File: config.mk
export PLATFORM = sky130hd
export DESIGN_NAME = prime_modulus_fletcher_checksum
export DESIGN_NICKNAME = d
export VERILOG_FILES = /design/src/pmfc_pkg.sv /design/src/prime_modulus_fletcher_checksum.sv /design/src/pmfc_in_stage.sv /design/src/pmfc_core.sv
export SDC_FILE = /design/constraint.sdc
export NUM_CORES = 1
export LEC_CHECK = 0
export BUFFER_PORTS_ARGS = -buffer_cell sky130_fd_sc_hd__buf_2
export CELL_PAD_IN_SITES_DETAIL_PLACEMENT = 0
export CELL_PAD_IN_SITES_GLOBAL_PLACEMENT = 1
export CORE_UTILIZATION = 48
export CTS_CLUSTER_SIZE = 30
export DETAILED_ROUTE_END_ITERATION = 12
export GPL_TIMING_DRIVEN = 0
export PLACE_DENSITY = 0.92
export SYNTH_ARGS = -nofsm -noshare
export SYNTH_HDL_FRONTEND = slang
export SYNTH_HIERARCHICAL = 1
export SYNTH_SLANG_ARGS = --single-unit
File: constraint.sdc
create_clock -name clk -period 14.3 [get_ports clk]
set_input_delay 3.575 -clock clk [delete_from_list [all_inputs] [get_ports clk]]
set_output_delay 3.575 -clock clk [all_outputs]
set_load 0.02 [all_outputs]
File: src/pmfc_pkg.sv
package pmfc_pkg;

	localparam int unsigned WordW = 64;
	localparam int unsigned HalfW = 32;
	localparam int unsigned PosW  = 8;
	localparam int unsigned MaxWordsDefault = 256;

	localparam logic [HalfW-1:0] CkPrime = 32'hFFFF_FFFB;

	// one word as it leaves the input register, halves already below the prime
	typedef struct packed {
		logic [HalfW-1:0] lo;
		logic [HalfW-1:0] hi;
		logic             last;
	} item_t;

	// a half is below 2*prime, so one subtract brings it under the prime
	function automatic logic [HalfW-1:0] reduce_half(input logic [HalfW-1:0] h);
		return (h >= CkPrime) ? h - CkPrime : h;
	endfunction

	// both operands below the prime
	function automatic logic [HalfW-1:0] mod_add(input logic [HalfW-1:0] a,
			input logic [HalfW-1:0] b);
		logic [HalfW:0] t;
		t = {1'b0, a} + {1'b0, b};
		if (t >= {1'b0, CkPrime}) begin
			t = t - {1'b0, CkPrime};
		end
		return t[HalfW-1:0];
	endfunction

endpackage

File: src/prime_modulus_fletcher_checksum.sv
// Path: a word marked last is captured in the input register and then in the
//   result register, whose contents m_axis shows as the checksum.
// Throughput: one word per cycle; the sum chain of one word is combinational
//   against the running sums. A last word stalls only while the
//   previous checksum still waits in the result register.
// Reset: arst_n clears both sums, the word position and skip_index.
module prime_modulus_fletcher_checksum
	import pmfc_pkg::*;
#(
	parameter int unsigned MaxWords = MaxWordsDefault
) (
	input  logic             clk,
	input  logic             arst_n,
	input  logic             cfg_valid,
	output logic             cfg_ready,
	input  logic [PosW-1:0]  cfg_data,       // skip_index[7:0]
	input  logic             s_axis_tvalid,
	output logic             s_axis_tready,
	input  logic [WordW-1:0] s_axis_tdata,   // data_word[63:0]
	input  logic             s_axis_tlast,   // last_word
	output logic             m_axis_tvalid,
	input  logic             m_axis_tready,
	output logic [WordW-1:0] m_axis_tdata    // checksum[63:0]
);

	logic  valid_s1;
	item_t item_s1;
	logic  take;

	assign cfg_ready = 1'b1;

	pmfc_in_stage u_in_stage (
		.clk           (clk),
		.arst_n        (arst_n),
		.s_axis_tvalid (s_axis_tvalid),
		.s_axis_tready (s_axis_tready),
		.s_axis_tdata  (s_axis_tdata),
		.s_axis_tlast  (s_axis_tlast),
		.take          (take),
		.valid_s1      (valid_s1),
		.item_s1       (item_s1)
	);

	pmfc_core #(
		.MaxWords (MaxWords)
	) u_core (
		.clk           (clk),
		.arst_n        (arst_n),
		.cfg_valid     (cfg_valid),
		.cfg_data      (cfg_data),
		.valid_s1      (valid_s1),
		.item_s1       (item_s1),
		.take          (take),
		.m_axis_tvalid (m_axis_tvalid),
		.m_axis_tready (m_axis_tready),
		.m_axis_tdata  (m_axis_tdata)
	);

endmodule

File: src/pmfc_in_stage.sv
module pmfc_in_stage
	import pmfc_pkg::*;
(
	input  logic             clk,
	input  logic             arst_n,
	input  logic             s_axis_tvalid,
	output logic             s_axis_tready,
	input  logic [WordW-1:0] s_axis_tdata,  // data_word[63:0]
	input  logic             s_axis_tlast,  // last_word
	input  logic             take,
	output logic             valid_s1,
	output item_t            item_s1
);

	logic accept;

	assign s_axis_tready = !valid_s1 || take;
	assign accept        = s_axis_tvalid && s_axis_tready;

	always_ff @(posedge clk or negedge arst_n) begin
		if (!arst_n) begin
			valid_s1 <= 1'b0;
		end else if (accept) begin
			valid_s1 <= 1'b1;
		end else if (take) begin
			valid_s1 <= 1'b0;
		end
	end

	// reduce the halves on the way in to shorten the sum chain
	always_ff @(posedge clk) begin
		if (accept) begin
			item_s1.lo   <= reduce_half(s_axis_tdata[HalfW-1:0]);
			item_s1.hi   <= reduce_half(s_axis_tdata[WordW-1:HalfW]);
			item_s1.last <= s_axis_tlast;
		end
	end

endmodule

File: src/pmfc_core.sv
module pmfc_core
	import pmfc_pkg::*;
#(
	parameter int unsigned MaxWords = MaxWordsDefault
) (
	input  logic             clk,
	input  logic             arst_n,
	input  logic             cfg_valid,
	input  logic [PosW-1:0]  cfg_data,
	input  logic             valid_s1,
	input  item_t            item_s1,
	output logic             take,
	output logic             m_axis_tvalid,
	input  logic             m_axis_tready,
	output logic [WordW-1:0] m_axis_tdata
);

	localparam int unsigned LimitInt = (MaxWords - 1 < 255) ? MaxWords - 1 : 255;
	localparam logic [PosW-1:0] PosLimit = PosW'(LimitInt);

	logic [HalfW-1:0] sum_one_q, sum_two_q;
	logic [PosW-1:0]  pos_q, skip_index_q;
	logic             skip;
	logic [HalfW-1:0] one_a, two_a, one_b, two_b;
	logic             out_free;

	assign out_free = !m_axis_tvalid || m_axis_tready;
	// a last word waits in the input register until the result slot frees up
	assign take     = valid_s1 && (!item_s1.last || out_free);

	always_comb begin
		skip  = (pos_q == skip_index_q);
		one_a = skip ? sum_one_q : mod_add(sum_one_q, item_s1.lo);
		two_a = mod_add(sum_two_q, one_a);
		one_b = skip ? one_a : mod_add(one_a, item_s1.hi);
		two_b = mod_add(two_a, one_b);
	end

	always_ff @(posedge clk or negedge arst_n) begin
		if (!arst_n) begin
			skip_index_q  <= '0;
			sum_one_q     <= '0;
			sum_two_q     <= '0;
			pos_q         <= '0;
			m_axis_tvalid <= 1'b0;
		end else begin
			if (cfg_valid) begin
				skip_index_q <= cfg_data;
			end
			if (take) begin
				if (item_s1.last) begin
					sum_one_q     <= '0;
					sum_two_q     <= '0;
					pos_q         <= '0;
					m_axis_tvalid <= 1'b1;
				end else begin
					sum_one_q <= one_b;
					sum_two_q <= two_b;
					// hold the position once it saturates
					if (pos_q < PosLimit) begin
						pos_q <= pos_q + PosW'(1);
					end
					if (m_axis_tready) begin
						m_axis_tvalid <= 1'b0;
					end
				end
			end else if (m_axis_tready) begin
				m_axis_tvalid <= 1'b0;
			end
		end
	end

	always_ff @(posedge clk) begin
		if (take && item_s1.last) begin
			m_axis_tdata <= {two_b, one_b};
		end
	end

endmodule

; ---- After elaboration in Yosys (flattened, before gate mapping)
; Cells that the tools add are included.
[op_classes]
magnitude_cmp = 7
reduce_logical = 12
n_mux = 17
n_addsub = 11
n_eq_ne = 1
bitwise_logic = 0
shift = 0
div_mod_pow = 0
n_mul = 0
[ops]
columns = op, n
row1 = 2-to-1 mux 32 bit, 10
row2 = subtractor 32 bit (second input constant), 6
row3 = adder 32 x 32 -> 33 bit, 4
row4 = greater-or-equal comparator 33 x 32 -> 1 bit (second input constant), 4
row5 = greater-or-equal comparator 32 bit (second input constant), 2
row6 = 2-to-1 mux 8 bit, 2
row7 = adder 8 x 1 -> 8 bit (second input constant), 1
row8 = equality test 8 bit, 1
row9 = < comparator 8 bit (second input constant), 1
row10 = 2-to-1 mux 1 bit, 5
row11 = nonzero test 2 bit, 2
row12 = logical AND 1 bit, 3
row13 = zero test 1 bit, 3
row14 = logical OR 1 bit, 3
row15 = AND reduction 2 bit, 1
[word_totals]
reg_bits = 211
input_bits = 78
output_inout_bits = 67
latchBits = 0
mem_count = 0
ramBits = 0
mem_bits_ro = 0
elab_cells = 58

; ---- Depth between registers and ports, before layout
[logic_depth]
word_depth = 12
mapped_depth = 47
mapped_depth_nobuf = 42

; ---- Cells and area by module
; Netlist, hierarchy kept.
[modules_own_cells]
columns = mod, instances, seq_area_each_um2, area_per_inst_um2, cells_per_inst
row1 = pmfc_core, 1, 3948.8, 16514.6, 2030
row2 = pmfc_in_stage, 1, 1976.9, 2670.1, 167
row3 = prime_modulus_fletcher_checksum, 1, 0.0, 11.3, 2

; ---- Worst setup path before layout
; OpenSTA, ideal clock, no wires.
[synth_path]
path_type = flip-flop to flip-flop
start = register u_core.sum_one_q[0]
end = register u_core.m_axis_tdata[33], data pin
path_slack_ns = 3.866
setup_ns = 0.263
stages_incl_launch_ff = 45
arrival_time_ns = 10.170
period_less_slack_ns = 10.434
cell_sequence = dfrtp_1 > ha_1 > fa_1 > a211oi_1 > nor2_1 > xor2_1 > nand2_1 > or4_4 > or3_4 > nor2b_4 > and4_4 > a41oi_2 > buf_2 > xor2_1 > o21ai_0 > ha_1 > inv_1 > fa_1 > (+9 left out) > buf_6 > or2_1 > buf_2 > nor2_1 > xor2_1 > ha_1 > buf_4 > and3_1 > a221oi_1 > o211ai_1 > a21o_1 > a311o_1 > xor2_1 > nand4_1 > nor3_2 > a41o_2 > buf_6 > mux2_2
[synth_via]
elab_chain_len = 11
elab_cells_between_ends = 18
classes_between = 8 x add/sub / 4 x order compare / 6 x mux
[synth_lines]
columns = element, line_no
row1 = start: declaration, pmfc_core.sv:21  ; logic [HalfW-1:0] sum_one_q, sum_two_q;
row2 = start signal: assignment, pmfc_core.sv:57  ; sum_one_q <= one_b;
row3 = adder 32 x 32 -> 33 bit, pmfc_pkg.sv:26  ; t = {1'b0, a} + {1'b0, b};
row4 = subtractor 32 bit / greater-or-equal comparator 33 x 32 -> 1 bit (equally long branches), "pmfc_pkg.sv:28, pmfc_pkg.sv:27"
row5 = 2-to-1 mux 32 bit, pmfc_pkg.sv:27  ; if (t >= {1'b0, CkPrime}) begin
row6 = 2-to-1 mux 32 bit (*), pmfc_core.sv:33  ; one_a = skip ? sum_one_q : mod_add(sum_one_q, item_s1.lo);
row7 = adder 32 x 32 -> 33 bit, pmfc_pkg.sv:26
row8 = subtractor 32 bit / greater-or-equal comparator 33 x 32 -> 1 bit (equally long branches), "pmfc_pkg.sv:28, pmfc_pkg.sv:27"
row9 = 2-to-1 mux 32 bit, pmfc_pkg.sv:27
row10 = 2-to-1 mux 32 bit, pmfc_core.sv:35  ; one_b = skip ? one_a : mod_add(one_a, item_s1.hi);
row11 = adder 32 x 32 -> 33 bit (*), pmfc_pkg.sv:26
row12 = subtractor 32 bit / greater-or-equal comparator 33 x 32 -> 1 bit (equally long branches), "pmfc_pkg.sv:28, pmfc_pkg.sv:27"
row13 = 2-to-1 mux 32 bit (*), pmfc_pkg.sv:27
row14 = net u_core.two_b[1], pmfc_core.sv:24  ; logic [HalfW-1:0] one_a, two_a, one_b, two_b;
row15 = end signal: assignment, pmfc_core.sv:75  ; m_axis_tdata <= {two_b, one_b};
row16 = end: declaration, pmfc_core.sv:15  ; output logic [WordW-1:0] m_axis_tdata
; The timed path passes the listed nets; every way through them passes the cells marked *.
; A chain may end at the register's enable or synchronous reset.

; ---- Worst setup path after layout
[layout_path]
start = register u_core.sum_one_q[0]
end = register u_core.sum_two_q[23]
[layout_via]
elab_chain_len = 12
elab_cells_between_ends = 19
classes_between = 8 x add/sub / 4 x order compare / 7 x mux
[layout_lines]
columns = element, line_no
row1 = adder 32 x 32 -> 33 bit, pmfc_pkg.sv:26
row2 = subtractor 32 bit / greater-or-equal comparator 33 x 32 -> 1 bit (equally long branches), "pmfc_pkg.sv:28, pmfc_pkg.sv:27"
row3 = 2-to-1 mux 32 bit, pmfc_pkg.sv:27
row4 = 2-to-1 mux 32 bit (*), pmfc_core.sv:33
row5 = adder 32 x 32 -> 33 bit, pmfc_pkg.sv:26
row6 = subtractor 32 bit / greater-or-equal comparator 33 x 32 -> 1 bit (equally long branches), "pmfc_pkg.sv:28, pmfc_pkg.sv:27"
row7 = 2-to-1 mux 32 bit, pmfc_pkg.sv:27
row8 = 2-to-1 mux 32 bit (*), pmfc_core.sv:35
row9 = net u_core.one_b[1], pmfc_core.sv:24
row10 = adder 32 x 32 -> 33 bit (*), pmfc_pkg.sv:26
row11 = subtractor 32 bit / greater-or-equal comparator 33 x 32 -> 1 bit (equally long branches), "pmfc_pkg.sv:28, pmfc_pkg.sv:27"
row12 = 2-to-1 mux 32 bit (*), pmfc_pkg.sv:27
row13 = net u_core.two_b[23], pmfc_core.sv:24
row14 = 2-to-1 mux 32 bit (*), pmfc_core.sv:51  ; if (item_s1.last) begin
row15 = end signal: assignment, pmfc_core.sv:58  ; sum_two_q <= two_b;
row16 = end: declaration, pmfc_core.sv:21
; Marked as above.

==> qor.txt <==
Layout Nets = 2,589
DP Wirelength = 52,200 um
syn avg cell area = 8.73 um2
Critical Path RT = 14.79 ns
multi-input logic area = 12,600 um2
Final period util = 93.9%
Worst path max stage delay = 1.05 ns
crit path time final = 13.43 ns
Via-to-Cell Ratio = 6.19
routed length per instance = 21.8 um
vias in the first global route = 17,000
Post-Syn Area = 19,200 um2
Clock Path Buffers = 3
Seq/Total Area, Yosys = 30.9%
Sink Count = 211
type of origin of the critical path = flip-flop
Top FF cell, synth = edfxtp_1
slowest cell on the critical path = o31ai_1
M1 WL = 28,100 um
CORE AREA = 39,000 um2
drt drc = 0
setup ws final = 0.872 ns
DR vias = 18,000
met3 routed WL = 5330 um
RSZ-0062 raised after global routing = no
total track usage = 30.9%
Netlist cell types = 103
root buf cell = clkbuf_16
Placement Rows = 72
Syn. warnings = 6
pin count of the biggest net entering global routing = 66
Worst-path clk slew = 0.06 ns
Clock Latency Late Sink = 0.56 ns
Iteration-0 DRC Markers = 1,504
Final Routed Wirelength = 63,400 um
Die Footprint = 40,800 um2
register bit count reported by yosys = 211
Post-CTS Hold Fix Bufs = 0
EDFF count, synth = 129
max layer used = met5
# setup viols final = 0
GRT overflow = 0
Slew headroom = 12.0%
RePlAce Congestion = 1.00
routed length on met2 = 27,200 um
Mapped Nets = 2,418
Max-Cap Viols = 0
H-tree depth = 1
Syn Inst Count = 2,199
# fillers = 3,660
DR pass1 iterations = 6
Slew @ Worst Pin = 1.31 ns
Initial Utilization = 49.2%
commonest non-fill, non-tap cell in the layout = nand2_1
Slew Limit Fails = 0
Setup Fix Bufs, Post-CTS = 0
share of cells above drive strength 1 = 13.8%
Final Skew = 0.0146 ns
first-pass GRT wire length = 97,200 um
area occupied by registers = 5930 um2
endpoints failing hold = 0
Place WS = 1.28 ns
Worst Hold Class = flip-flop to flip-flop
crit path max fanout = 10
status = finished, final reports clean
Antenna Nets Post-Route = 0
WS Path Type = flip-flop to flip-flop
CP arrival = 13.92 ns
Die X = 202 um
Die H = 202 um
async set or reset register ratio after synthesis = 38.9%
most frequent cells in the layout = nand2_1, a21oi_1, buf_2, nor2_1, ha_1
Worst path most repeated cell = a21oi_1
Ports = 145
initial antenna violation count = 7
Crit. End Element = flip-flop
Syn-to-layout area delta = 11.7%
fmax = 74.5 MHz
CTS tree = done
Buffers on Ports = 142
CTS buffer count = 25
Resize count post-CTS = 0
Setup TNS = 0 ns
## flip-flops by register name, summed over array words and instances (netlist names)
register	count
u_core/m_axis_tdata	64
u_in_stage/item_s1	65
u_core/skip_index_q	8
u_core/sum_two_q	32
u_in_stage/valid_s1	1
u_core/m_axis_tvalid	1
u_core/sum_one_q	32
u_core/pos_q	8
## metrics by stage
stage	area (um2)	util [%]	hold slack, ns	cells
6_report	21400	55.0	0.524	2912
5_1_grt	21400	55.0	0.551	2907
4_1_cts	21400	55.0	0.522	2907
3_3_place_gp	20600	52.7	0.504	2859
3_5_place_dp	20600	52.8	0.507	2861
2_1_floorplan	19200	-	0.475	2199
## Yosys cell counts (all sizes together), types with 44 or more instances
cell type,count,area (um2)
nand2,209,785
a21oi,205,1040
nor2,152,571
ha,137,1710
edfxtp,129,3870
o21ai,119,599
xnor2,119,1040
xor2,105,927
and2,83,551
dfrtp,82,2050
nand3,81,410
nand4,78,488
nor3,65,367
clkbuf,48,185
inv,46,173
buf,44,269
## area by class of cell
cell class | count | share of cell area (%)
clock inverters | 17 | 0.729
flip-flops and latches | 211 | 27.6
plain buffers | 92 | 2.12
clock buffers | 29 | 3.13
well taps | 518 | 3.02
multi-input cells | 1850 | 59.0
inverters | 46 | 0.805
repair buffers | 144 | 3.55
diodes | 5 | 0.0583
## cells by family (layout without fill, tap and decap cells)
family,Yosys count,count (layout),synth area share (%)
flip-flops,211,211,30.9
AND/OR/NAND/NOR,836,836,23.0
other,1,6,0.0195
buffers and inverters,138,328,3.27
XOR/XNOR,224,224,10.3
AO/OA/AOI/OAI,620,620,21.6
adder cells (fa/ha/maj),141,141,9.35
multiplexers,28,28,1.56
## metal layers
metal,vias to the layer above,global-route usage [%]
li1,8597,-
met1,8561,42.1
met2,717,47.1
met3,136,7.00
met4,6,12.9
met5,-,0
## critical path, delay by kind of cell (launching register included)
family,cells,cell delay [ns]
DFF,1,0.43
buffers and inverters,5,1.00
AOI/OAI and AO/OA,20,6.91
xor gates and xnor gates,3,0.94
and+or+nand+nor,11,2.40
adders and majority gates,4,1.62
## final timing paths
check                                              endpoint                             from  cells past startpoint  slack [ns]
setup / recovery           u_core/sum_two_q[23]$_DFFE_PN0P_  u_core/sum_one_q[0]$_DFFE_PN0P_                     43        0.87
hold / removal              u_core/sum_two_q[0]$_DFFE_PN0P_  u_core/sum_two_q[0]$_DFFE_PN0P_                      1        0.52
setup reg to reg           u_core/sum_two_q[23]$_DFFE_PN0P_  u_core/sum_one_q[0]$_DFFE_PN0P_                     43        0.87
hold reg to reg             u_core/sum_two_q[0]$_DFFE_PN0P_  u_core/sum_two_q[0]$_DFFE_PN0P_                      1        0.52
max in group asynchronous  u_core/sum_one_q[29]$_DFFE_PN0P_                           arst_n                      2       10.63
min in group asynchronous       u_core/pos_q[4]$_DFFE_PN0P_                           arst_n                      1        3.01
Power is not shown: default switching activity piles up to over one toggle a cycle in this logic, so the estimate is an artifact.
